--- src/rtl/core/crr_pkg.sv ---
package crr_pkg;

  localparam int FieldW         = 21;
  localparam int StatusW        = 3;
  localparam int CfgIdxW        = 2;
  localparam int OffsetBitsDef  = 21;
  localparam int BounceBytesDef = 4096;

  localparam logic [FieldW-1:0] LowReset  = FieldW'(4096);
  localparam logic [FieldW-1:0] HighReset = FieldW'(1048576);
  localparam logic              CapReset  = 1'b0;

  localparam logic [CfgIdxW-1:0] CfgRingLow        = CfgIdxW'(0);
  localparam logic [CfgIdxW-1:0] CfgRingHigh       = CfgIdxW'(1);
  localparam logic [CfgIdxW-1:0] CfgReserveCapable = CfgIdxW'(2);

  localparam logic ModeReserve = 1'b0;
  localparam logic ModeCommit  = 1'b1;

  typedef enum logic [StatusW-1:0] {
    ST_IN_PLACE       = 3'd0,
    ST_BOUNCE         = 3'd1,
    ST_FULL           = 3'd2,
    ST_TOO_LARGE      = 3'd3,
    ST_MISALIGNED     = 3'd4,
    ST_DOUBLE_RESERVE = 3'd5,
    ST_NO_RESERVE     = 3'd6
  } status_e;

  typedef struct packed {
    logic              mode;
    logic [FieldW-1:0] byte_count;
    logic [FieldW-1:0] stop_offset;
  } req_t;

  typedef struct packed {
    status_e           status;
    logic [FieldW-1:0] place_offset;
    logic [FieldW-1:0] reserved_word;
    logic [FieldW-1:0] first_chunk_bytes;
    logic              bounce_used;
  } rsp_t;

  typedef struct packed {
    logic               we;
    logic [CfgIdxW-1:0] idx;
    logic [FieldW-1:0]  data;
  } cfg_wr_t;

endpackage

--- src/rtl/core/crr_if.sv ---
interface crr_req_if import crr_pkg::*; ();
  logic              valid;
  logic              ready;
  logic              mode;
  logic [FieldW-1:0] byte_count;
  logic [FieldW-1:0] stop_offset;

  modport source (output valid, mode, byte_count, stop_offset, input ready);
  modport sink (input valid, mode, byte_count, stop_offset, output ready);
endinterface

interface crr_rsp_if import crr_pkg::*; ();
  logic              valid;
  logic              ready;
  logic [StatusW-1:0] status;
  logic [FieldW-1:0] place_offset;
  logic [FieldW-1:0] reserved_word;
  logic [FieldW-1:0] first_chunk_bytes;
  logic              bounce_used;

  modport source (output valid, status, place_offset, reserved_word, first_chunk_bytes,
                  bounce_used, input ready);
  modport sink (input valid, status, place_offset, reserved_word, first_chunk_bytes,
                bounce_used, output ready);
endinterface

--- src/rtl/core/crr_in_stage.sv ---
module crr_in_stage import crr_pkg::*; (
  input  logic clk_i,
  input  logic rst_ni,
  input  logic valid_i,
  input  req_t req_i,
  input  logic adv_i,
  output logic ready_o,
  output logic valid_o,
  output req_t req_o
);

  logic valid_q;
  req_t req_q;
  logic load;

  assign ready_o = !valid_q || adv_i;
  assign load    = valid_i && ready_o;

  always_ff @(posedge clk_i or negedge rst_ni) begin
    if (!rst_ni) begin
      valid_q <= 1'b0;
    end else if (load) begin
      valid_q <= 1'b1;
    end else if (adv_i) begin
      valid_q <= 1'b0;
    end
  end

  always_ff @(posedge clk_i) begin
    if (load) begin
      req_q <= req_i;
    end
  end

  assign valid_o = valid_q;
  assign req_o   = req_q;

endmodule

--- src/rtl/core/crr_engine.sv ---
module crr_engine import crr_pkg::*; #(
  parameter int BOUNCE_BYTES = BounceBytesDef,
  parameter int OFFSET_BITS  = OffsetBitsDef
) (
  input  logic    clk_i,
  input  logic    rst_ni,
  input  cfg_wr_t cfg_i,
  input  logic    fire_i,
  input  req_t    req_i,
  output rsp_t    rsp_o
);

  localparam int CalcW = ((OFFSET_BITS > FieldW) ? OFFSET_BITS : FieldW) + 3;
  localparam logic signed [CalcW-1:0] BounceS = CalcW'(BOUNCE_BYTES);

  logic [FieldW-1:0]      low_q, high_q;
  logic                   cap_q;
  logic [OFFSET_BITS-1:0] next_q, next_d;
  logic [FieldW-1:0]      open_q, open_d;
  logic                   bounce_q, bounce_d;

  logic signed [CalcW-1:0] b_s, st_s, mn_s, mx_s, nx_s, span_s, open_s;
  logic signed [CalcW-1:0] c_s, c_cut, sum_s, room_s, chunk_s;
  logic                    inplace, bounce;
  rsp_t                    rsp;

  always_comb begin
    b_s    = $signed({{(CalcW-FieldW){1'b0}}, req_i.byte_count});
    st_s   = $signed({{(CalcW-FieldW){1'b0}}, req_i.stop_offset});
    mn_s   = $signed({{(CalcW-FieldW){1'b0}}, low_q});
    mx_s   = $signed({{(CalcW-FieldW){1'b0}}, high_q});
    nx_s   = $signed({{(CalcW-OFFSET_BITS){1'b0}}, next_q});
    open_s = $signed({{(CalcW-FieldW){1'b0}}, open_q});
    span_s = (mx_s > mn_s) ? (mx_s - mn_s) : '0;

    c_s     = {b_s[CalcW-1:2], 2'b00};
    c_cut   = (c_s > open_s) ? open_s : c_s;
    sum_s   = nx_s + c_cut;
    room_s  = mx_s - nx_s;
    chunk_s = '0;
    inplace = 1'b0;
    bounce  = 1'b0;

    next_d   = next_q;
    open_d   = open_q;
    bounce_d = bounce_q;

    rsp.status            = ST_FULL;
    rsp.place_offset      = '0;
    rsp.reserved_word     = '0;
    rsp.first_chunk_bytes = '0;
    rsp.bounce_used       = 1'b0;

    if (req_i.mode == ModeReserve) begin
      if (b_s > BounceS || b_s > span_s) begin
        rsp.status = ST_TOO_LARGE;
      end else if (req_i.byte_count[1:0] != 2'b00) begin
        rsp.status = ST_MISALIGNED;
      end else if (open_q != '0) begin
        rsp.status = ST_DOUBLE_RESERVE;
      end else begin
        if (nx_s >= st_s) begin
          if ((nx_s + b_s < mx_s) || ((nx_s + b_s == mx_s) && (st_s > mn_s))) begin
            inplace = 1'b1;
          end else if (room_s + (st_s - mn_s) > b_s) begin
            bounce = 1'b1;
          end
        end else if (nx_s + b_s < st_s) begin
          inplace = 1'b1;
        end
        if (inplace && !(cap_q || b_s <= CalcW'(4))) begin
          inplace = 1'b0;
          bounce  = 1'b1;
        end
        if (inplace) begin
          open_d            = req_i.byte_count;
          bounce_d          = 1'b0;
          rsp.status        = ST_IN_PLACE;
          rsp.place_offset  = FieldW'(next_q);
          rsp.reserved_word = cap_q ? req_i.byte_count : '0;
        end else if (bounce) begin
          open_d          = req_i.byte_count;
          bounce_d        = 1'b1;
          rsp.status      = ST_BOUNCE;
          rsp.bounce_used = 1'b1;
        end else begin
          rsp.status = ST_FULL;
        end
      end
    end else begin
      if (open_q == '0) begin
        rsp.status = ST_NO_RESERVE;
      end else begin
        open_d = '0;
        if (bounce_q && cap_q && (nx_s < mx_s)) begin
          chunk_s = (c_cut < room_s) ? c_cut : room_s;
        end
        if ((span_s > 0) && (sum_s >= mx_s)) begin
          sum_s = sum_s - span_s;
        end
        next_d                = sum_s[OFFSET_BITS-1:0];
        rsp.status            = bounce_q ? ST_BOUNCE : ST_IN_PLACE;
        rsp.place_offset      = FieldW'(next_d);
        rsp.first_chunk_bytes = chunk_s[FieldW-1:0];
        rsp.bounce_used       = bounce_q;
      end
    end
  end

  always_ff @(posedge clk_i or negedge rst_ni) begin
    if (!rst_ni) begin
      low_q    <= LowReset;
      high_q   <= HighReset;
      cap_q    <= CapReset;
      next_q   <= OFFSET_BITS'(LowReset);
      open_q   <= '0;
      bounce_q <= 1'b0;
    end else if (cfg_i.we) begin
      if (cfg_i.idx == CfgRingLow) begin
        low_q  <= cfg_i.data;
        next_q <= OFFSET_BITS'(cfg_i.data);
      end else if (cfg_i.idx == CfgRingHigh) begin
        high_q <= cfg_i.data;
      end else if (cfg_i.idx == CfgReserveCapable) begin
        cap_q <= cfg_i.data[0];
      end
    end else if (fire_i) begin
      next_q   <= next_d;
      open_q   <= open_d;
      bounce_q <= bounce_d;
    end
  end

  assign rsp_o = rsp;

endmodule

--- src/rtl/core/crr_out_stage.sv ---
module crr_out_stage import crr_pkg::*; (
  input  logic clk_i,
  input  logic rst_ni,
  input  logic valid_i,
  input  rsp_t rsp_i,
  input  logic ready_i,
  output logic adv_o,
  output logic valid_o,
  output rsp_t rsp_o
);

  logic valid_q;
  rsp_t rsp_q;

  assign adv_o = valid_i && (!valid_q || ready_i);

  always_ff @(posedge clk_i or negedge rst_ni) begin
    if (!rst_ni) begin
      valid_q <= 1'b0;
    end else if (adv_o) begin
      valid_q <= 1'b1;
    end else if (ready_i) begin
      valid_q <= 1'b0;
    end
  end

  always_ff @(posedge clk_i) begin
    if (adv_o) begin
      rsp_q <= rsp_i;
    end
  end

  assign valid_o = valid_q;
  assign rsp_o   = rsp_q;

endmodule

--- src/rtl/core/command_ring_reserve_commit_top.sv ---
// producer side of a circular command ring between ring_low_offset and ring_high_offset
// req_i carries one request: mode (reserve or commit), byte_count and the consumer's
// stop_offset; rsp_o returns exactly one response per request, in order
// responses: status, place_offset, reserved_word, first_chunk_bytes, bounce_used
// a full status changes nothing, so the caller retries the same reserve later
// both channels are valid/ready; a request is taken when valid and ready are high
// a request is captured in the input register, then passes through the decision logic
// into the result register, which drives rsp_o
// throughput: one request per cycle while rsp_o is not stalled; the ring pointer, open
// reservation size and bounce flag update in the cycle a request moves into the result register
// when rsp_o is stalled the result register holds and the input register fills, then
// req_i.ready drops; no request is lost or repeated
// reset clears the valid flags of both registers and loads next offset with the ring low
// reset value; cfg_we_i writes register cfg_idx_i (0 low, 1 high, 2 reserve capable) and a
// low write also reloads next offset; the user must write only while idle (not enforced)
module command_ring_reserve_commit_top import crr_pkg::*; #(
  parameter int BOUNCE_BYTES = BounceBytesDef,
  parameter int OFFSET_BITS  = OffsetBitsDef
) (
  input  logic               clk_i,
  input  logic               rst_ni,
  input  logic               cfg_we_i,
  input  logic [CfgIdxW-1:0] cfg_idx_i,
  input  logic [FieldW-1:0]  cfg_wdata_i,
  crr_req_if.sink            req_i,
  crr_rsp_if.source          rsp_o
);

  req_t    req_in, req_q;
  rsp_t    rsp_d, rsp_q;
  cfg_wr_t cfg;
  logic    in_valid, adv, in_ready, out_valid;

  assign req_in.mode        = req_i.mode;
  assign req_in.byte_count  = req_i.byte_count;
  assign req_in.stop_offset = req_i.stop_offset;
  assign req_i.ready        = in_ready;

  assign cfg.we   = cfg_we_i;
  assign cfg.idx  = cfg_idx_i;
  assign cfg.data = cfg_wdata_i;

  crr_in_stage u_in (
    .clk_i   (clk_i),
    .rst_ni  (rst_ni),
    .valid_i (req_i.valid),
    .req_i   (req_in),
    .adv_i   (adv),
    .ready_o (in_ready),
    .valid_o (in_valid),
    .req_o   (req_q)
  );

  crr_engine #(
    .BOUNCE_BYTES (BOUNCE_BYTES),
    .OFFSET_BITS  (OFFSET_BITS)
  ) u_engine (
    .clk_i  (clk_i),
    .rst_ni (rst_ni),
    .cfg_i  (cfg),
    .fire_i (adv),
    .req_i  (req_q),
    .rsp_o  (rsp_d)
  );

  crr_out_stage u_out (
    .clk_i   (clk_i),
    .rst_ni  (rst_ni),
    .valid_i (in_valid),
    .rsp_i   (rsp_d),
    .ready_i (rsp_o.ready),
    .adv_o   (adv),
    .valid_o (out_valid),
    .rsp_o   (rsp_q)
  );

  assign rsp_o.valid             = out_valid;
  assign rsp_o.status            = rsp_q.status;
  assign rsp_o.place_offset      = rsp_q.place_offset;
  assign rsp_o.reserved_word     = rsp_q.reserved_word;
  assign rsp_o.first_chunk_bytes = rsp_q.first_chunk_bytes;
  assign rsp_o.bounce_used       = rsp_q.bounce_used;

endmodule
--- src/flat_wrapper.sv ---
// flat-port wrapper written by rule: the top's interface ports become plain ports
module command_ring_reserve_commit_top_flat import crr_pkg::*;
#(
  parameter int BOUNCE_BYTES = BounceBytesDef,
  parameter int OFFSET_BITS  = OffsetBitsDef
)
  (clk_i, rst_ni, cfg_we_i, cfg_idx_i, cfg_wdata_i, req_i_valid, req_i_mode, req_i_byte_count, req_i_stop_offset, req_i_ready, rsp_o_valid, rsp_o_status, rsp_o_place_offset, rsp_o_reserved_word, rsp_o_first_chunk_bytes, rsp_o_bounce_used, rsp_o_ready);
  crr_req_if req_i_i ();
  crr_rsp_if rsp_o_i ();
  input  logic clk_i;
  input  logic rst_ni;
  input  logic cfg_we_i;
  input  logic [CfgIdxW-1:0] cfg_idx_i;
  input  logic [FieldW-1:0] cfg_wdata_i;
  input wire logic [$bits(req_i_i.valid)-1:0] req_i_valid;
  input wire logic [$bits(req_i_i.mode)-1:0] req_i_mode;
  input wire logic [$bits(req_i_i.byte_count)-1:0] req_i_byte_count;
  input wire logic [$bits(req_i_i.stop_offset)-1:0] req_i_stop_offset;
  output wire logic [$bits(req_i_i.ready)-1:0] req_i_ready;
  output wire logic [$bits(rsp_o_i.valid)-1:0] rsp_o_valid;
  output wire logic [$bits(rsp_o_i.status)-1:0] rsp_o_status;
  output wire logic [$bits(rsp_o_i.place_offset)-1:0] rsp_o_place_offset;
  output wire logic [$bits(rsp_o_i.reserved_word)-1:0] rsp_o_reserved_word;
  output wire logic [$bits(rsp_o_i.first_chunk_bytes)-1:0] rsp_o_first_chunk_bytes;
  output wire logic [$bits(rsp_o_i.bounce_used)-1:0] rsp_o_bounce_used;
  input wire logic [$bits(rsp_o_i.ready)-1:0] rsp_o_ready;
  assign req_i_i.valid = req_i_valid;
  assign req_i_i.mode = req_i_mode;
  assign req_i_i.byte_count = req_i_byte_count;
  assign req_i_i.stop_offset = req_i_stop_offset;
  assign req_i_ready = req_i_i.ready;
  assign rsp_o_valid = rsp_o_i.valid;
  assign rsp_o_status = rsp_o_i.status;
  assign rsp_o_place_offset = rsp_o_i.place_offset;
  assign rsp_o_reserved_word = rsp_o_i.reserved_word;
  assign rsp_o_first_chunk_bytes = rsp_o_i.first_chunk_bytes;
  assign rsp_o_bounce_used = rsp_o_i.bounce_used;
  assign rsp_o_i.ready = rsp_o_ready;
  command_ring_reserve_commit_top #(.BOUNCE_BYTES(BOUNCE_BYTES), .OFFSET_BITS(OFFSET_BITS)) u_core (.clk_i(clk_i), .rst_ni(rst_ni), .cfg_we_i(cfg_we_i), .cfg_idx_i(cfg_idx_i), .cfg_wdata_i(cfg_wdata_i), .req_i(req_i_i), .rsp_o(rsp_o_i));
endmodule
--- config.mk ---
export PLATFORM = sky130hd
export DESIGN_NAME = command_ring_reserve_commit_top_flat
export DESIGN_NICKNAME = d
export VERILOG_FILES = /design/src/rtl/core/crr_pkg.sv /design/src/rtl/core/crr_if.sv /design/src/rtl/core/crr_in_stage.sv /design/src/rtl/core/crr_engine.sv /design/src/rtl/core/crr_out_stage.sv /design/src/rtl/core/command_ring_reserve_commit_top.sv /design/src/flat_wrapper.sv
export SDC_FILE = /design/constraint.sdc
export NUM_CORES = 1
export LEC_CHECK = 0
export BUFFER_PORTS_ARGS = -buffer_cell sky130_fd_sc_hd__buf_2
export CAP_MARGIN = 20
export CORE_UTILIZATION = 60
export CTS_CLUSTER_DIAMETER = 50
export DETAILED_ROUTE_END_ITERATION = 8
export PLACE_DENSITY = 0.79
export SLEW_MARGIN = 20
export SYNTH_ARGS = -nofsm -noshare
export SYNTH_HDL_FRONTEND = slang
export SYNTH_SLANG_ARGS = --single-unit
--- constraint.sdc ---
create_clock -name clk_i -period 15.8 [get_ports clk_i]
set_input_delay 0.79 -clock clk_i [delete_from_list [all_inputs] [get_ports clk_i]]
set_output_delay 0.79 -clock clk_i [all_outputs]
set_load 0.01 [all_outputs]
* Yosys cells after proc, flatten, opt, wreduce, memory -nomap -nowiden
Cells that the tools add are included.
** Storage, ports and cells
- Input port bits :: 71
- Register bits :: 198
- Output and inout port bits :: 69
- Word-level logic and storage cells :: 152
** Cells by class
- $add $sub $neg :: 7
- Bitwise gates (word level) :: 10
- Mux-type cells :: 63
- Equal/unequal tests :: 9
- Reductions and logical operators :: 33
- $lt $le $gt $ge :: 14
** Operators with widths (count)
- $mux 21 :: 17
- $mux 42 :: 4
- $sub 21x21->22 :: 3
- $gt 21x21->1 :: 3
- $mux 24 :: 2
- $add 21x21->22 :: 2
- $mux 1 :: 34
- $eq 24x22->1 :: 1
- $gt 22x24->1 :: 1
- $gt 24x1->1 const B :: 1
- $lt 24x22->1 :: 1
- $add 22x22->23 :: 1
- $gt 23x22->1 :: 1
- $ge 22x21->1 :: 1
- $lt 22x21->1 :: 1
- $lt 22x22->1 :: 1
- $ge 21x21->1 :: 1
- $gt 21x13->1 const B :: 1
- $le 21x3->1 const B :: 1
- $logic_not 21->1 :: 1
- $lt 21x21->1 :: 1
- $reduce_bool 21->1 :: 1
- $sub 21x21->21 :: 1
- $mux 3 :: 5
- 18 further kinds :: 50

* Depth between registers and ports, before layout
Gate-level depths: netlist (run 1).
- Depth in word-level cells :: 22
- Mapped depth :: 35
- Depth with buffers taken out :: 34

* Modules after synthesis
Synthesis (run 1) repeated with hierarchy kept, for this count alone.
** Second synthesis, totals
- Cells, all modules :: 2188
- Area, all modules :: 19312.3 sq um
** By module, submodules not included
- crr_engine :: cells each 2070, instances 1, area an instance 15911.5 sq um
- crr_out_stage :: cells each 71, instances 1, area an instance 2055.7 sq um
- crr_in_stage :: cells each 47, instances 1, area an instance 1345.0 sq um

* Worst setup path before layout (run 1)
No wires, ideal clock.
- Path type :: register -> register
- Start point :: reg, netlist name u_core.u_in.req_o[33]
- End point :: reg, netlist name u_core.u_out.rsp_o[55]
- Clock period less this slack :: 6377 ps
- Path slack :: 9423 ps
- Required time :: 15544 ps
- Setup time :: 256 ps
- Data arrival time :: 6121 ps
- Stages on the path, launching flop included :: 28
- Path through :: edfxtp_1 ha_1 a211o_1 a2111oi_0 nand4_1 a22oi_2 clkbuf_1 o21ai_0 ha_1 nor2b_1 o2111ai_1 and3_1 o31ai_1 nor2b_1 nor2_1 a41o_1 o41ai_1 xnor2_1 ha_1 o21a_1 o211ai_1 o221ai_1 a211oi_1 a211oi_2 nor2_2 buf_6 mux2_4 a22o_1

==> qor.yml, run 1 <==
grt:
  grt.overflow.total: 0
  grt_pass1_vias: 16700
  grt_max_degree: 65
  grt_use_total_pct: 39.1
  antenna_found_initial: 0
  grt_pass1_wl_um: 95400
critical_path:
  endpoint_kind: "register"
  critical_path_class: "reg2reg"
  startpoint: "u_core.u_in.req_o[33]"
  start_kind: "register"
  reg2reg_to: "u_core.u_out.rsp_o[47]"
  required_ns: 16.03
  reg2reg_from: "u_core.u_in.req_o[33]"
  r2r_setup_slack_ns: 7.68
  worstPathArrival_ns: 8.35
  max_stage_delay_ns: 0.55
  critPathTopFamily: "compound AO/OA/AOI/OAI gates"
  path_max_fanout: 36
  cp_num_buf_inv: 2
  r2r_cells: 26
  critical_path.most_common_cell: "ha_1"
  critPathSlowestCell: "edfxtp_1"
yosys:
  ys_seq_area_share_pct: 28.7
  syn-cell-area_um2: 19200
  synth_flop_cell: "edfxtp_1"
  synth-edff-count: 110
  synth_cell_types: 91
  ys_seq_elements: 198
  syn_avg_cell_area_um2: 8.86
  synth_cells: 2165
  async_reset_ff_share_pct: 44.4
  synth_warnings: 0
timing:
  min_period_over_period_pct: 51.4
  fin_crit_ns: 8.12
  setup_tns_ns: 0
  finalSetupViolCount: 0
  rsz0062_at_grt: "false"
  setup_slack_ns: 7.68
  max_freq_mhz: 123
  maxSlewHeadroom_pct: 28.6
  worst_pin_slew_ns: 1.07
  hold_violations: 0
  fin_worst_skew_ns: 0.0108
  drv_slew: 0
die:
  die_area_um2: 32700
  core_um2: 31500
  boundaryPins: 140
  rows: 65
  die_h_um: 181
  start_util_pct: 61.0
  fp.dieW_um: 181
clocking:
  root_buffer: "clkbuf_16"
  cts_resized: 0
  post-cts-setup-buffers: 0
  clock_sinks: 198
  cts_max_level: 4
  clkSlewWorstSetupHoldPaths_ns: 0.08
  clockBufferDepth: 2
  cts_tree: "done"
  cts_made_buffers: 17
  clkLatencyLatePin_ns: 0.48
  holdBufCountCts: 0
cells_and_area:
  area_growth_pct: 9.00
  layout-drive-gt1-share_pct: 10.8
  fin_util_pct: 66.4
  register_area_um2: 5510
  layout.nets: 2688
  multi_input_area_um2: 12800
  fill_cells: 2632
  diodes: 0
route:
  drcViolationCount: 0
  wirelength_um: 64300
  initialDrtViolationCount: 1592
  ant_nets: 0
  drt_first_pass_iters: 6
  wire_per_inst_um: 23.7
  avgViaCountPerCell: 6.54
  via_count: 17800
run_status:
  outcome: "complete, no violations"
place:
  pre_cts_ws_ns: 7.91
  globalplace.congestion: 0.986
  portBuffers: 139
  hpwl_um: 52200
min_path:
  worst_hold_path_type: "in2async"
flow_run:
  drv_cap: 0
## sequential cells by signal, indices dropped and copies added (netlist names)
signal,count
u_core.u_out.rsp_o,67
u_core.u_in.req_o,43
u_core.u_engine.high_q,21
u_core.u_engine.low_q,21
u_core.u_engine.next_q,21
u_core.u_engine.open_q,21
u_core.u_engine.bounce_q,1
u_core.u_engine.cap_q,1
u_core.u_in.valid_o,1
u_core.u_out.valid_o,1
## per-layer routing
layer  up-vias  global-route usage, %  wire, um
li1       8196                      -         -
met1      8524                   53.0     27100
met2       922                   62.3     28800
met3       124                   6.29      6100
met4         0                   15.8      2300
met5         -                      0         0
## through the flow
step	instance area, um^2	instances	hold slack [ns]
after floorplan	19200	2174	0.457
after global placement	20300	2683	0.472
after detailed placement	20300	2683	0.504
after CTS	20900	2715	0.235
after global routing	20900	2716	0.244
final	20900	2716	0.240
## placed cells by master, fill, tap and decap left out, types with 9 or more instances in the layout
cell type and count:
ha_1 309, inv_1 196, nand2_1 189, a21oi_1 154
nor2_1 139, buf_2 138, o21ai_0 130, edfxtp_1 110
dfrtp_1 85, xnor2_1 74, a21o_1 66, nand3_1 49
nor3_1 46, o21a_1 39, a211oi_1 39, xor2_1 37
nand4_1 33, nor2b_1 27, nand2b_1 26, mux2i_1 25
mux2_2 23, and3_1 22, and2_1 21, o211ai_1 21
clkbuf_16 19, a22o_1 17, buf_4 15, nor4_1 13
o21ai_1 13, a31oi_1 13, o21bai_1 13, nand3b_1 11
conb_1 10, a211o_1 9, o2111ai_1 9, or3_1 9
## cells by family (layout without fill, tap and decap cells)
logic type / after synthesis / in the layout / synth area share (%)
compound gates: 605 / 605 / 20.7
fa+ha+maj: 317 / 317 / 20.9
flops: 198 / 198 / 28.7
simple gates: 639 / 639 / 16.5
xor+xnor: 112 / 112 / 5.18
mux: 50 / 50 / 2.81
other cells: 1 / 10 / 0.0195
buf+inv: 243 / 383 / 5.22
## how the worst max path moves through the flow
stage | end | slack [ns] | cells past startpoint
6_report | u_core.u_out.rsp_o[47] | 7.68 | 26
5_1_grt | u_core.u_out.rsp_o[47] | 7.26 | 26
4_1_cts | u_core.u_out.rsp_o[47] | 7.86 | 26
3_5_place_dp | u_core.u_out.rsp_o[47] | 7.91 | 26
3_3_place_gp | u_core.u_out.rsp_o[47] | 8.19 | 26
2_1_floorplan | u_core.u_out.rsp_o[55] | 9.42 | 27
## layout make-up
cell class	instances	area share [%]
multi-input combinational	1733	61.0
clock buffer	20	2.34
inverter	197	3.54
sequential	198	26.3
tap	402	2.41
clock inverter	12	0.503
timing repair buffer	154	3.89
## cell usage after synthesis, types with 37 or more instances
cell	instances	area share (%)
ha_1	309	20
inv_1	197	3.9
nand2_1	190	3.7
a21oi_1	154	4.0
nor2_1	139	2.7
o21ai_0	132	3.4
edfxtp_1	110	17
dfrtp_1	85	11
xnor2_1	74	3.4
a21o_1	66	2.6
nand3_1	49	1.3
nor3_1	47	1.2
a211oi_1	39	1.5
o21a_1	39	1.5
xor2_1	37	1.7
Power of run 1 is not shown: default switching activity piles up to over one toggle a cycle in this logic, so the estimate is an artifact.
==> run 2: changes to the inputs <==
--- a/config.mk
+++ b/config.mk
@@ -7,7 +7,7 @@
 export LEC_CHECK = 0
 export BUFFER_PORTS_ARGS = -buffer_cell sky130_fd_sc_hd__buf_2
 export CAP_MARGIN = 20
-export CORE_UTILIZATION = 60
+export CORE_UTILIZATION = 57
 export CTS_CLUSTER_DIAMETER = 50
 export DETAILED_ROUTE_END_ITERATION = 8
 export PLACE_DENSITY = 0.79
==> constraint.sdc (replaced) <==
create_clock -name clk_i -period 6.85 [get_ports clk_i]
set_input_delay 0.3425 -clock clk_i [delete_from_list [all_inputs] [get_ports clk_i]]
set_output_delay 0.3425 -clock clk_i [all_outputs]
set_load 0.01 [all_outputs]
==> run 2 against run 1 <==
Non-clock buffer count up 91. Register-to-register slack worse by 7.6 ns. Global-route usage down 0.96 points. First-iteration DRC count up 19%. Die area up 5.2%. Clock skew up 0.0081 ns. Utilization up 0.75 points. Cell count up 4.8%.
==> qor.yml, run 2 (synthesis results as in run 1) <==
run_status:
  outcome: "complete, no violations"
timing:
  min_period_over_period_pct: 99.5
  max_freq_mhz: 147
  hold_ws_ns: 0.0303
  rsz0062_at_grt: "true"
  worst_pin_slew_ns: 1.00
  hold_violations: 0
  fin_crit_ns: 6.82
  finalSetupViolCount: 0
  drv_slew: 0
  fin_worst_skew_ns: 0.0190
  maxSlewHeadroom_pct: 32.9
route:
  drt_first_pass_iters: 8
  via_count: 18300
  ant_nets: 0
  wirelength_um: 66800
  drcViolationCount: 0
  wire_per_inst_um: 23.5
  initialDrtViolationCount: 1902
  avgViaCountPerCell: 6.43
clocking:
  clockBufferDepth: 2
  root_buffer: "clkbuf_16"
  clock_sinks: 198
  cts_max_level: 4
  cts_tree: "done"
  cts_made_buffers: 17
  clkSlewWorstSetupHoldPaths_ns: 0.08
  clkLatencyLatePin_ns: 0.48
die:
  core_um2: 32900
  boundaryPins: 140
  rows: 66
  die_area_um2: 34400
  fp.dieW_um: 185
  die_h_um: 185
  start_util_pct: 58.4
grt:
  grt_pass1_vias: 17100
  grt.overflow.total: 0
  grt_max_degree: 67
  antenna_found_initial: 0
  grt_pass1_wl_um: 95800
  grt_use_total_pct: 38.1
critical_path:
  required_ns: 7.07
  critical_path_class: "reg2reg"
  worstPathArrival_ns: 7.03
  startpoint: "u_core.u_engine.high_q[0]"
  endpoint_kind: "register"
  path_max_fanout: 4
  r2r_cells: 32
  max_stage_delay_ns: 0.44
  critical_path.most_common_cell: "a21o_1"
  crit_path_end: "u_core.u_out.rsp_o[64]"
  r2r_setup_slack_ns: 0.03
  critPathSlowestCell: "dfrtp_2"
  reg2reg_to: "u_core.u_out.rsp_o[64]"
  reg2reg_from: "u_core.u_engine.high_q[0]"
  start_kind: "register"
flow_run:
  drv_cap: 0
place:
  placed_cells: 2776
  hpwl_um: 53100
  portBuffers: 139
  globalplace.congestion: 1.06
cells_and_area:
  area_growth_pct: 15.1
  diodes: 0
  fill_cells: 2726
  layout.cells.non_filler: 2847
  largest_reg_flops: 67
  mostFrequentLayoutCell: "ha_1"
  layout-drive-gt1-share_pct: 16.3
  layout.nets: 2779
  fin_util_pct: 67.2
  layout_common_cells: "306 x ha_1, 193 x inv_1, 186 x nand2_1, 145 x a21oi_1, 138 x buf_2"
min_path:
  worst_hold_path_type: "in2reg"
-- run 2: changes by cell type in the layout (fill, tap and decap cells not counted), moves of 8 or more --
cell     delta
o21ai_1     +8
buf_4      +82
o21ai_0    -17
a21oi_2     +8
a21oi_1     -9
o21ai_2     +9
-- run 2: how the worst min path moves through the flow --
stage	slack, ns	to	from	depth (start not counted)
floorplan	0.05	u_core.u_engine.bounce_q	rst_ni	0
global placement	0.26	u_core.u_engine.open_q[7]	rst_ni	1
detailed placement	0.26	u_core.u_engine.open_q[7]	rst_ni	1
CTS	0.03	u_core.u_in.req_o[14]	req_i_stop_offset[14]	1
global route	0.03	u_core.u_in.req_o[20]	req_i_stop_offset[20]	1
finish	0.03	u_core.u_in.req_o[20]	req_i_stop_offset[20]	1
-- run 2: metrics by stage --
stage	cell area (um^2)	setup slack [ns]	setup TNS [ns]
5_1_grt	22100	-0.114	-2.46
6_report	22100	0.0347	0
3_5_place_dp	20800	-0.645	-15.11
2_1_floorplan	19200	0.473	0
3_3_place_gp	20800	-0.616	-13.79
4_1_cts	21500	0.000829	0
-- run 2: critical path, delay by kind of cell (launching register included) --
| family | cells | cell delay, ns |
|---|---|---|
| AOI/OAI and AO/OA | 16 | 2.84 |
| xor gates and xnor gates | 2 | 0.32 |
| adders and majority gates | 4 | 1.34 |
| buffers and inverters | 3 | 0.28 |
| DFF | 1 | 0.44 |
| and+or+nand+nor | 7 | 1.35 |
-- run 2: what timing repair did --
item                                   4_1_cts  5_1_grt
endpoints found under the hold margin       22        0
gates resized for setup                     18       74
setup buffers                                4       29
hold buffers                                 1        0
pin swaps                                   10       58
cloned                                       0        5
setup endpoints to repair                   36       67
-- run 2: routing by layer --
metal / share of wire [%] / track usage [%] / up-vias
met4: 6.3 / 21.7 / 0
met1: 41 / 50.2 / 8714
met3: 9.9 / 6.81 / 201
met5: 0 / 0 / -
met2: 43 / 58.9 / 994
li1: - / - / 8390
-- run 2: layout make-up --
cell class,count,area (um^2),area share [%]
inverters,197,742,3.36
clock inverters,12,126,0.572
multi-input cells,1733,13100,59.3
flip-flops and latches,198,5510,25.0
repair buffers,245,1620,7.34
well taps,442,553,2.50
clock buffers,20,437,1.98
Power of run 2 is left out for the same reason.
==> run 3: changes to the inputs <==
--- a/config.mk
+++ b/config.mk
@@ -7,10 +7,11 @@
 export LEC_CHECK = 0
 export BUFFER_PORTS_ARGS = -buffer_cell sky130_fd_sc_hd__buf_2
 export CAP_MARGIN = 20
-export CORE_UTILIZATION = 57
+export CORE_UTILIZATION = 58
+export CTS_BUF_LIST = sky130_fd_sc_hd__clkbuf_4
 export CTS_CLUSTER_DIAMETER = 50
 export DETAILED_ROUTE_END_ITERATION = 8
-export PLACE_DENSITY = 0.79
+export PLACE_DENSITY = 0.8
 export SLEW_MARGIN = 20
 export SYNTH_ARGS = -nofsm -noshare
 export SYNTH_HDL_FRONTEND = slang
==> run 3 against run 2 <==
Register-to-register slack gained 0.11 ns. Final area rose by 2.9%. Die area decreased by 1.7%. Sequential share of layout area decreased by 0.70 points. Utilization rose by 2.6 points. Highest routed layer unchanged.
==> qor.yml, run 3 (synthesis results as in run 1) <==
timing:
  finalSetupViolCount: 0
  maxSlewHeadroom_pct: 38.1
  min_period_over_period_pct: 97.9
  setup_tns_ns: 0
  worst_pin_slew_ns: 0.917
  max_freq_mhz: 149
  hold_ws_ns: 0.0641
  fin_worst_skew_ns: 0.0403
  fin_crit_ns: 6.71
  hold_violations: 0
  setup_slack_ns: 0.143
  drv_slew: 0
cells_and_area:
  multi_input_area_um2: 13200
  final_cell_area_um2: 22700
  register_area_um2: 5510
  layout.nets: 2858
  layout-drive-gt1-share_pct: 17.4
  largest_reg_flops: 67
  layout_common_cells: "296 x ha_1, 190 x inv_1, 187 x nand2_1, 147 x a21oi_1, 138 x buf_2"
  mostFrequentLayoutCell: "ha_1"
  area_growth_pct: 18.4
  fill_cells: 2605
critical_path:
  r2r_cells: 34
  reg2reg_from: "u_core.u_engine.open_q[7]"
  path_max_fanout: 18
  critical_path.most_common_cell: "buf_4"
  critPathSlowestCell: "dfrtp_1"
  max_stage_delay_ns: 0.41
  endpoint_kind: "register"
  start_kind: "register"
  r2r_setup_slack_ns: 0.14
  worstPathArrival_ns: 7.15
  required_ns: 7.29
  reg2reg_to: "u_core.u_out.rsp_o[60]"
  critical_path_class: "reg2reg"
route:
  wire_per_inst_um: 22.9
  ant_nets: 0
  wirelength_um: 67100
  initialDrtViolationCount: 1976
  avgViaCountPerCell: 6.29
  drcViolationCount: 0
  via_count: 18400
  drt_first_pass_iters: 5
grt:
  antenna_found_initial: 1
  grt_use_total_pct: 38.8
  grt_pass1_vias: 17400
  grt.overflow.total: 0
  grt_pass1_wl_um: 97200
  grt_max_degree: 64
die:
  fp.dieW_um: 184
  core_um2: 32500
  start_util_pct: 59.0
  die_h_um: 184
  rows: 66
  die_area_um2: 33800
  boundaryPins: 140
min_path:
  worstHoldPathCells: 3
  holdCritStartpoint: "cfg_idx_i[0]"
  hold_end: "u_core.u_engine.cap_q"
  worst_hold_path_type: "in2reg"
run_status:
  outcome: "complete, no violations"
clocking:
  clkLatencyLatePin_ns: 0.71
  cts_made_buffers: 17
  clock_sinks: 198
  clkSlewWorstSetupHoldPaths_ns: 0.16
  cts_tree: "done"
  cts_max_level: 4
  clockBufferDepth: 2
  root_buffer: "clkbuf_4"
place:
  hpwl_um: 53100
  portBuffers: 139
  globalplace.congestion: 1.02
  pre_cts_ws_ns: -0.295
  detailed_place.area_um2: 20800
flow_run:
  drv_cap: 0
[run 3: cell types whose count changed in the layout (fill, tap and decap cells not counted), moves of 6 or more]
cell           previous run  this run
ha_4                      2         8
clkbuf_4                  0        18
buf_4                    97       106
ha_1                    306       296
dlygate4sd3_1             1        68
clkbuf_16                21         6
[run 3: cell type report]
class | instances | area share, %
antenna | 1 | 0.0110
clock buffer | 18 | 0.595
clock inverter | 14 | 0.639
inverter | 197 | 3.26
multi-input combinational | 1733 | 58.2
sequential | 198 | 24.3
tap | 442 | 2.43
timing repair buffer | 324 | 10.7
[run 3: metrics by stage]
stage          instances  utilization (%)
2_1_floorplan       2174                -
3_3_place_gp        2779             64.0
3_5_place_dp        2779             64.0
4_1_cts             2881             67.2
5_1_grt             2927             69.8
6_report            2927             69.8
[run 3: worst max-delay path by stage]
stage,slack (ns),end,startpoint,cells past startpoint
2_1_floorplan,0.47,u_core.u_out.rsp_o[55],u_core.u_in.req_o[33],27
3_3_place_gp,-0.30,u_core.u_engine.open_q[12],u_core.u_engine.high_q[0],32
3_5_place_dp,-0.30,u_core.u_engine.open_q[4],u_core.u_engine.high_q[0],32
4_1_cts,0.01,u_core.u_out.rsp_o[47],u_core.u_engine.open_q[8],29
5_1_grt,-0.06,u_core.u_out.rsp_o[55],u_core.u_engine.open_q[16],33
6_report,0.14,u_core.u_out.rsp_o[60],u_core.u_engine.open_q[7],34
[run 3: timing repair]
action,CTS,global route
setup endpoints to repair,38,67
hold buffers,68,0
cloned,0,6
buffers inserted,2,39
hold endpoints to repair,114,0
gates resized for setup,13,104
pin swaps,3,57
[run 3: worst max-delay path, delay by kind of cell (launching register included)]
kind                     cells  cell delay [ns]
adder cells (fa/ha/maj)      3             1.00
multiplexers                 1             0.27
flip-flops                   1             0.41
AND/OR/NAND/NOR              8             1.26
buffers and inverters       10             1.40
XOR/XNOR                     1             0.24
AO/OA/AOI/OAI               11             1.85
[run 3: routing by layer]
metal | global-route usage (%) | vias up | part of all wire, %
met1 | 49.9 | 8730 | 41
li1 | - | 8548 | -
met2 | 62.8 | 954 | 45
met4 | 18.9 | 0 | 5.1
met5 | 0 | - | 0
met3 | 7.05 | 170 | 9.4
Power of run 3 is left out for the same reason.
